### src/hw/rtl/fpba_pkg.sv
// fpba_pkg: shared types and codes for the fit-policy block allocator.
// Used by fpba_cell and fit_policy_block_allocator_unit; no dependencies.

package fpba_pkg;

	typedef enum logic [1:0] {
		POL_FIRST = 2'd0,
		POL_BEST  = 2'd1,
		POL_WORST = 2'd2,
		POL_NEXT  = 2'd3
	} policy_t;

	// configuration register indexes
	localparam logic REG_POLICY      = 1'b0;
	localparam logic REG_BLOCK_COUNT = 1'b1;

	// item kinds
	localparam logic KIND_LOAD    = 1'b0;
	localparam logic KIND_REQUEST = 1'b1;

	// request broadcast to every cell while a scan runs
	typedef struct packed {
		logic [15:0] req;
		policy_t     policy;
		logic [4:0]  cnt;
		logic [4:0]  start_ptr;
	} scan_cmd_t;

	// candidate flags carried along the chain
	typedef struct packed {
		logic main_valid;
		logic lo_valid;
	} tok_ctl_t;

endpackage

### src/hw/rtl/fit_policy_block_allocator_unit.sv
// fit_policy_block_allocator_unit: top level of the block allocator.
// Depends on fpba_pkg and fpba_cell.

// A load (kind 0) gives no result; busy stays low.
// A request (kind 1) travels down a chain of NUM_BLOCKS cells, one cell per
// cycle, and its result appears with done high for one cycle; busy stays high
// until then, so a new item is not taken while a request scans. A new item can
// start in the done cycle.
// Results cannot be held off; take them on the done cycle.

module fit_policy_block_allocator_unit #(
	parameter int NUM_BLOCKS = 16,
	parameter int SIZE_BITS  = 16
) (
	input  logic        clk,
	input  logic        arst_n,
	input  logic        cfg_we,
	input  logic        cfg_index,
	input  logic [4:0]  cfg_data,
	input  logic        start,
	output logic        busy,
	input  logic        kind,
	input  logic [3:0]  slot,
	input  logic [15:0] load_size,
	input  logic [15:0] request_size,
	output logic        done,
	output logic        granted,
	output logic [3:0]  granted_slot,
	output logic [15:0] remainder
);

	localparam int IDX_W = $clog2(NUM_BLOCKS);
	localparam int CW    = $clog2(NUM_BLOCKS + 1);
	localparam int PW    = (IDX_W > 5) ? IDX_W : 5;

	typedef enum logic {
		S_IDLE,
		S_SCAN
	} state_t;

	state_t              state_q;
	logic [CW-1:0]       cnt_q;
	fpba_pkg::scan_cmd_t cmd_q;
	fpba_pkg::policy_t   policy_q;
	logic [4:0]          bcount_q;
	logic [IDX_W-1:0]    ptr_q;
	logic                done_q;
	logic                granted_q;
	logic [3:0]          slot_q;
	logic [15:0]         rem_q;

	fpba_pkg::tok_ctl_t   tok_ctl  [NUM_BLOCKS+1];
	logic [IDX_W-1:0]     main_idx [NUM_BLOCKS+1];
	logic [SIZE_BITS-1:0] main_cap [NUM_BLOCKS+1];
	logic [IDX_W-1:0]     lo_idx   [NUM_BLOCKS+1];
	logic [SIZE_BITS-1:0] lo_cap   [NUM_BLOCKS+1];

	logic                 accept;
	logic                 load_ok;
	logic                 finish;
	logic [4:0]           act_cnt;
	logic [4:0]           start_ptr;
	logic                 sel_valid;
	logic [IDX_W-1:0]     sel_idx;
	logic [SIZE_BITS-1:0] sel_cap;
	logic [SIZE_BITS-1:0] sel_rem;
	logic                 wr_en;
	logic [IDX_W-1:0]     wr_idx;
	logic [SIZE_BITS-1:0] wr_data;

	assign busy    = (state_q == S_SCAN);
	assign accept  = start && !busy;
	assign load_ok = 9'(slot) < 9'(NUM_BLOCKS);
	assign finish  = (state_q == S_SCAN) && (cnt_q == '0);

	always_comb begin
		act_cnt = (9'(bcount_q) > 9'(NUM_BLOCKS)) ? 5'(NUM_BLOCKS) : bcount_q;
		start_ptr = (PW'(ptr_q) < PW'(act_cnt)) ? 5'(ptr_q) : 5'd0;
	end

	assign tok_ctl[0]  = '0;
	assign main_idx[0] = '0;
	assign main_cap[0] = '0;
	assign lo_idx[0]   = '0;
	assign lo_cap[0]   = '0;

	for (genvar g = 0; g < NUM_BLOCKS; g++) begin : g_cell
		fpba_cell #(
			.IDX_W      (IDX_W),
			.SIZE_BITS  (SIZE_BITS),
			.CELL_INDEX (g)
		) u_cell (
			.clk          (clk),
			.arst_n       (arst_n),
			.cmd          (cmd_q),
			.wr_en        (wr_en),
			.wr_idx       (wr_idx),
			.wr_data      (wr_data),
			.in_ctl       (tok_ctl[g]),
			.in_main_idx  (main_idx[g]),
			.in_main_cap  (main_cap[g]),
			.in_lo_idx    (lo_idx[g]),
			.in_lo_cap    (lo_cap[g]),
			.out_ctl      (tok_ctl[g+1]),
			.out_main_idx (main_idx[g+1]),
			.out_main_cap (main_cap[g+1]),
			.out_lo_idx   (lo_idx[g+1]),
			.out_lo_cap   (lo_cap[g+1])
		);
	end

	// wrapped part of a next-fit scan only counts when nothing fit at or past the pointer
	always_comb begin
		sel_valid = tok_ctl[NUM_BLOCKS].main_valid || tok_ctl[NUM_BLOCKS].lo_valid;
		sel_idx   = tok_ctl[NUM_BLOCKS].main_valid ? main_idx[NUM_BLOCKS] : lo_idx[NUM_BLOCKS];
		sel_cap   = tok_ctl[NUM_BLOCKS].main_valid ? main_cap[NUM_BLOCKS] : lo_cap[NUM_BLOCKS];
		sel_rem   = sel_cap - SIZE_BITS'(cmd_q.req);
	end

	always_comb begin
		wr_en   = 1'b0;
		wr_idx  = sel_idx;
		wr_data = sel_rem;
		if (finish) begin
			wr_en = sel_valid;
		end else if (accept && (kind == fpba_pkg::KIND_LOAD)) begin
			wr_en   = load_ok;
			wr_idx  = IDX_W'(slot);
			wr_data = SIZE_BITS'(load_size);
		end
	end

	always_ff @(posedge clk or negedge arst_n) begin
		if (!arst_n) begin
			state_q   <= S_IDLE;
			cnt_q     <= '0;
			cmd_q     <= '0;
			policy_q  <= fpba_pkg::POL_FIRST;
			bcount_q  <= 5'd16;
			ptr_q     <= '0;
			done_q    <= 1'b0;
			granted_q <= 1'b0;
			slot_q    <= '0;
			rem_q     <= '0;
		end else begin
			done_q <= 1'b0;
			if (cfg_we) begin
				case (cfg_index)
					fpba_pkg::REG_POLICY: begin
						policy_q <= fpba_pkg::policy_t'(cfg_data[1:0]);
					end
					fpba_pkg::REG_BLOCK_COUNT: begin
						bcount_q <= cfg_data;
					end
					default: begin
						policy_q <= policy_q;
					end
				endcase
			end
			case (state_q)
				S_IDLE: begin
					if (accept) begin
						if (kind == fpba_pkg::KIND_LOAD) begin
							if (load_ok) begin
								ptr_q <= '0;
							end
						end else begin
							cmd_q.req       <= request_size;
							cmd_q.policy    <= policy_q;
							cmd_q.cnt       <= act_cnt;
							cmd_q.start_ptr <= start_ptr;
							cnt_q           <= CW'(NUM_BLOCKS);
							state_q         <= S_SCAN;
						end
					end
				end
				S_SCAN: begin
					if (cnt_q == '0) begin
						done_q    <= 1'b1;
						granted_q <= sel_valid;
						slot_q    <= sel_valid ? 4'(sel_idx) : 4'd0;
						rem_q     <= sel_valid ? 16'(sel_rem) : 16'd0;
						if (sel_valid && (cmd_q.policy == fpba_pkg::POL_NEXT)) begin
							ptr_q <= sel_idx;
						end
						state_q <= S_IDLE;
					end else begin
						cnt_q <= cnt_q - CW'(1);
					end
				end
				default: begin
					state_q <= S_IDLE;
				end
			endcase
		end
	end

	assign done         = done_q;
	assign granted      = granted_q;
	assign granted_slot = slot_q;
	assign remainder    = rem_q;

`ifndef SYNTHESIS
	a_req_goes_busy: assert property (@(posedge clk) disable iff (!arst_n)
		(start && !busy && (kind == fpba_pkg::KIND_REQUEST)) |=> busy)
		else $error("request did not start a scan");

	a_done_idle: assert property (@(posedge clk) disable iff (!arst_n)
		done |-> !busy)
		else $error("result issued while still scanning");

	a_grant_in_range: assert property (@(posedge clk) disable iff (!arst_n)
		(done && granted) |-> ({1'b0, granted_slot} < cmd_q.cnt))
		else $error("granted block outside the active range");

	a_load_no_result: assert property (@(posedge clk) disable iff (!arst_n)
		(start && !busy && (kind == fpba_pkg::KIND_LOAD)) |=> (!done && !busy))
		else $error("load produced a result or a scan");
`endif

endmodule

### src/hw/rtl/fpba_cell.sv
// fpba_cell: one block of the allocator chain; holds one capacity and
// refines the running candidate passed from its left neighbor.
// Depends on fpba_pkg.

module fpba_cell #(
	parameter int IDX_W      = 4,
	parameter int SIZE_BITS  = 16,
	parameter int CELL_INDEX = 0
) (
	input  logic                     clk,
	input  logic                     arst_n,
	input  fpba_pkg::scan_cmd_t      cmd,
	input  logic                     wr_en,
	input  logic [IDX_W-1:0]         wr_idx,
	input  logic [SIZE_BITS-1:0]     wr_data,
	input  fpba_pkg::tok_ctl_t       in_ctl,
	input  logic [IDX_W-1:0]         in_main_idx,
	input  logic [SIZE_BITS-1:0]     in_main_cap,
	input  logic [IDX_W-1:0]         in_lo_idx,
	input  logic [SIZE_BITS-1:0]     in_lo_cap,
	output fpba_pkg::tok_ctl_t       out_ctl,
	output logic [IDX_W-1:0]         out_main_idx,
	output logic [SIZE_BITS-1:0]     out_main_cap,
	output logic [IDX_W-1:0]         out_lo_idx,
	output logic [SIZE_BITS-1:0]     out_lo_cap
);

	localparam int CMP_W = (SIZE_BITS > 16) ? SIZE_BITS : 16;
	localparam logic [8:0] POS = 9'(CELL_INDEX);
	localparam logic [IDX_W-1:0] MY_IDX = IDX_W'(CELL_INDEX);

	logic [SIZE_BITS-1:0] cap_q;
	logic                 fits;
	logic                 hi_side;
	logic                 take_main;
	logic                 take_lo;
	fpba_pkg::tok_ctl_t   ctl_q;
	logic [IDX_W-1:0]     main_idx_q;
	logic [SIZE_BITS-1:0] main_cap_q;
	logic [IDX_W-1:0]     lo_idx_q;
	logic [SIZE_BITS-1:0] lo_cap_q;

	always_ff @(posedge clk or negedge arst_n) begin
		if (!arst_n) begin
			cap_q <= '0;
		end else if (wr_en && (wr_idx == MY_IDX)) begin
			cap_q <= wr_data;
		end
	end

	always_comb begin
		fits    = (POS < 9'(cmd.cnt)) && (CMP_W'(cap_q) >= CMP_W'(cmd.req));
		hi_side = (POS >= 9'(cmd.start_ptr));
		take_main = 1'b0;
		take_lo   = 1'b0;
		case (cmd.policy)
			fpba_pkg::POL_FIRST: begin
				take_main = fits && !in_ctl.main_valid;
			end
			fpba_pkg::POL_BEST: begin
				take_main = fits && (!in_ctl.main_valid || (cap_q < in_main_cap));
			end
			fpba_pkg::POL_WORST: begin
				take_main = fits && (!in_ctl.main_valid || (cap_q > in_main_cap));
			end
			fpba_pkg::POL_NEXT: begin
				take_main = fits && hi_side && !in_ctl.main_valid;
				take_lo   = fits && !hi_side && !in_ctl.lo_valid;
			end
			default: begin
				take_main = 1'b0;
			end
		endcase
	end

	always_ff @(posedge clk) begin
		ctl_q.main_valid <= in_ctl.main_valid || take_main;
		ctl_q.lo_valid   <= in_ctl.lo_valid || take_lo;
		main_idx_q       <= take_main ? MY_IDX : in_main_idx;
		main_cap_q       <= take_main ? cap_q : in_main_cap;
		lo_idx_q         <= take_lo ? MY_IDX : in_lo_idx;
		lo_cap_q         <= take_lo ? cap_q : in_lo_cap;
	end

	assign out_ctl      = ctl_q;
	assign out_main_idx = main_idx_q;
	assign out_main_cap = main_cap_q;
	assign out_lo_idx   = lo_idx_q;
	assign out_lo_cap   = lo_cap_q;

endmodule

### config.mk
export PLATFORM = sky130hd
export DESIGN_NAME = fit_policy_block_allocator_unit
export DESIGN_NICKNAME = d
export VERILOG_FILES = /design/src/hw/rtl/fpba_pkg.sv /design/src/hw/rtl/fit_policy_block_allocator_unit.sv /design/src/hw/rtl/fpba_cell.sv
export SDC_FILE = /design/constraint.sdc
export NUM_CORES = 2
export LEC_CHECK = 0
export CORE_ASPECT_RATIO = 1.75
export CORE_MARGIN = 2
export CORE_UTILIZATION = 55
export CTS_BUF_LIST = sky130_fd_sc_hd__clkbuf_8 sky130_fd_sc_hd__clkbuf_16
export CTS_CLUSTER_SIZE = 12
export DETAILED_ROUTE_END_ITERATION = 10
export DONT_BUFFER_PORTS = 1
export PLACE_DENSITY = 0.69
export SETUP_SLACK_MARGIN = 0.5
export SLEW_MARGIN = 20
export SYNTH_ARGS = -nofsm -noshare
export SYNTH_HDL_FRONTEND = slang
export SYNTH_SLANG_ARGS = --single-unit
### constraint.sdc
create_clock -name clk -period 3.55 [get_ports clk]
set_input_delay 0.1775 -clock clk [delete_from_list [all_inputs] [get_ports clk]]
set_output_delay 0.1775 -clock clk [all_outputs]
set_load 0.01 [all_outputs]
==> out/qor.csv <==
stage;metric;value;unit
status;run_status;complete, but fails checks;
status;violations;hold timing;
finish;design_area;52100;sq um
cts;clk_pin_slew;0.07;ns
placement;place_ws;-0.116;ns
finish;final_common_cell;dfxtp_1;
critical_path;crit_path_top_delay_cell;dfrtp_2;
cts;cts_hold_buf;40;
route;top_layer;met5;
route;drc;0;
timing;fin_crit_sh;89.4;%
cts;cts_max_level;3;
pwr;ir_worst_vdd;1070;uV
global_routing;grt_pass1_wl;208;mm
global_routing;grtUsageTotal;34.2;%
route;wl_met2;70.3;mm
placement;gp_congestion;0.972;
synth;syn_area;44600;sq um
cts;clk_latency;0.71;ns
timing;setup_ws;0.377;ns
critical_path;path_common_cell;buf_4;
cts;root_buffer;clkbuf_16;
synth;ys_warn_count;0;
critical_path;cp_top_family;buffers and inverters;
route;ant_nets;0;
finish;nets;4966;
pwr;power;49.8;mW
timing;worst_hold_slack;-0.796;ns
placement;dpl.hpwl;101;mm
route;drt_iter0_drc;1992;
floorplan;io_pins;70;
timing;setup_viol;0;
run;maxCapViolations;0;
pwr;powerDensity;955;nW/um^2
critical_path;max_stage_delay;0.46;ns
critical_path;end_kind;flip-flop;
critical_path;reg2reg_from;g_cell[9].u_cell.cap_q[8]$_DFFE_PN0P_;
critical_path;path_buf_inv;6;
synth;avgSynthCellArea;10.7;sq um
finish;layout_common_cells;dfxtp_1 (640), ha_1 (498), mux2_2 (408);
cts;cts_buffers;93;
floorplan;start_util;55.3;%
floorplan;die_area;83500;sq um
floorplan;num_rows;138;
critical_path;r2r_end;g_cell[9].u_cell.out_main_cap[11]$_DFF_P_;
floorplan;core;80600;sq um
pwr;leakage;24.5;nW
route;routed_wl;145;mm
critical_path;required;4.13;ns
finish;syn_to_final_growth;16.8;%
cts;clockBufferDepth;3;
route;dr_total_vias;33160;
route;wl_met3;7.99;mm
critical_path;crit_type;reg -> reg;
cts;cts_tree;yes;
timing;max_freq;0.315;GHz
floorplan;dieWidth;219;um
synth;ys_ff_latch;964;
global_routing;antenna_found_initial;8;
finish;fin_util;64.6;%
timing;hold_violations;322;
synth;synthFlopType;dfxtp_1;
placement;placed_area;47000;sq um
critical_path;crit_path_max_fanout;4;
floorplan;die_y;381;um
finish;fillers;6216;
critical_path;worstRegToRegCells;14;
synth;synth-seq-area-share;46.9;%
timing;fin_skew;0.0313;ns
timing;fin_crit;3.17;ns
global_routing;first_global_vias;34025;
global_routing;grt_max_degree;323;
route;met1_length;48.6;mm
finish;layout-drive-gt1-share;22.5;%
critical_path;start_kind;flip-flop;
synth;synth_edf_count;0;
synth;synth_fp_nets;4737;
critical_path;ff2ff_setup_slack;0.38;ns
cts;clock-sinks;964;
critical_path;crit_chain;ha_4 -> nand4_1 -> nor4_4 -> buf_4 -> a21boi_2 -> buf_4 -> a2111oi_4 -> buf_4 -> mux2_4 -> a21oi_4 -> buf_12 -> buf_8 -> buf_16 -> mux2_4;
synth;synthCells;4171;
timing;tightest_slew;1.30;ns
synth;async_flop_share;33.4;%
timing;report.final.slew_viol_count;0;
timing;rsz0062_at_grt;yes;
route;firstDrtPassIters;5;
timing;maxSlewHeadroom;13.2;%
route;wl_per_cell;26.2;um
synth;ys_types;96;
critical_path;worst-endpoint-arrival;3.75;ns
timing;fin_setup_tns;0;ns
min_path;hp-class;in -> async;
route;viasPerCell;5.99;
placement;io_buffers;0;
global_routing;grt-ovfl-total;0;
## through the flow
stage          hold slack (ns)  std cells
4_1_cts                 -0.802       5480
5_1_grt                 -0.819       5532
2_1_floorplan           -0.118       4171
3_3_place_gp           -0.0664       5235
6_report                -0.796       5536
3_5_place_dp           -0.0748       5235
## state kept, by name, summed over array words and instances, names as in the netlist
name,count
g_cell.u_cell.cap_q,256
g_cell.u_cell.out_lo_cap,256
g_cell.u_cell.out_main_cap,256
g_cell.u_cell.out_lo_idx,49
g_cell.u_cell.out_main_idx,49
g_cell.u_cell.out_ctl,32
cmd_q,27
remainder,16
bcount_q,5
cnt_q,5
granted_slot,4
ptr_q,4
policy_q,2
busy,1
done,1
granted,1
## synthesized netlist by cell type (all sizes together), types with 20 or more instances
| cell | number | area (sq um) |
|---|---|---|
| o211ai | 20 | 155 |
| nand2b | 56 | 350 |
| clkbuf | 47 | 176 |
| nand2 | 230 | 868 |
| a21oi | 384 | 1930 |
| inv | 293 | 1100 |
| nand3 | 63 | 315 |
| dfxtp | 642 | 12900 |
| buf | 98 | 537 |
| dfrtp | 321 | 8030 |
| a21o | 77 | 578 |
| ha | 518 | 6480 |
| o21ai | 154 | 774 |
| nor2b | 50 | 313 |
| a211oi | 20 | 150 |
| mux2i | 47 | 474 |
| nand4 | 63 | 400 |
| nor2 | 300 | 1140 |
| or2 | 38 | 238 |
| mux2 | 479 | 5450 |
## how the worst max path moves through the flow
stage,from,to,slack (ns),cells after the start
6_report,g_cell[9].u_cell.cap_q[8]$_DFFE_PN0P_,g_cell[9].u_cell.out_main_cap[11]$_DFF_P_,0.38,14
5_1_grt,g_cell[9].u_cell.cap_q[8]$_DFFE_PN0P_,g_cell[9].u_cell.out_main_cap[7]$_DFF_P_,0.35,14
4_1_cts,g_cell[9].u_cell.cap_q[8]$_DFFE_PN0P_,g_cell[9].u_cell.out_main_cap[7]$_DFF_P_,0.39,14
3_5_place_dp,g_cell[9].u_cell.cap_q[13]$_DFFE_PN0P_,g_cell[9].u_cell.out_main_cap[15]$_DFF_P_,-0.12,12
3_3_place_gp,g_cell[9].u_cell.cap_q[13]$_DFFE_PN0P_,g_cell[9].u_cell.out_main_cap[12]$_DFF_P_,-0.03,12
2_1_floorplan,g_cell[15].u_cell.out_ctl[1]$_DFF_P_,g_cell[7].u_cell.cap_q[8]$_DFFE_PN0P_,0.52,15
## power breakdown
| group | internal, mW | switching (mW) |
|---|---|---|
| Sequential | 14.0 | 2.63 |
| Combinational | 9.58 | 14.4 |
| Clock | 4.93 | 4.26 |
## final cells by class
| type | instances | area, sq um | area share, % |
|---|---|---|---|
| Sequential cell | 964 | 20900 | 40.2 |
| Antenna cell | 6 | 15.0 | 0.0288 |
| Inverter | 293 | 1120 | 2.14 |
| Multi-Input combinational cell | 2773 | 23000 | 44.2 |
| Timing Repair Buffer | 275 | 2950 | 5.65 |
| Clock buffer | 100 | 2450 | 4.69 |
| Tap cell | 1050 | 1310 | 2.52 |
| Clock inverter | 75 | 319 | 0.612 |
## kinds of logic after synthesis
logic type / count (synthesis) / synth area share [%]
AO/OA/AOI/OAI: 825 / 11.4
XOR/XNOR: 13 / 0.255
adder cells (fa/ha/maj): 519 / 14.6
buffers and inverters: 438 / 4.06
flip-flops: 964 / 46.9
multiplexers: 526 / 13.3
AND/OR/NAND/NOR: 886 / 9.54
## worst reg2reg max path: stages (launching register included)
cell,delay (ns)
dfrtp_2,0.46
ha_4,0.27
nand4_1,0.15
nor4_4,0.36
buf_4,0.17
a21boi_2,0.16
buf_4,0.15
a2111oi_4,0.04
buf_4,0.17
mux2_4,0.32
a21oi_4,0.15
buf_12,0.14
buf_8,0.11
buf_16,0.11
mux2_4,0.29
## timing repair
item | 4_1_cts | 5_1_grt
setup buffers | 23 | 41
hold endpoints to repair | 531 | 322
gates resized for setup | 94 | 157
gates cloned | 7 | 9
pin swaps | 19 | 37
endpoints found under the setup margin | 583 | 519
## layer usage
layer  vias up  track usage (%)
met5         -                0
met3       739             6.73
met1     15973             34.0
li1      15225                -
met4         6             34.1
met2      1217             57.8
(Power assumes the default switching activity.)
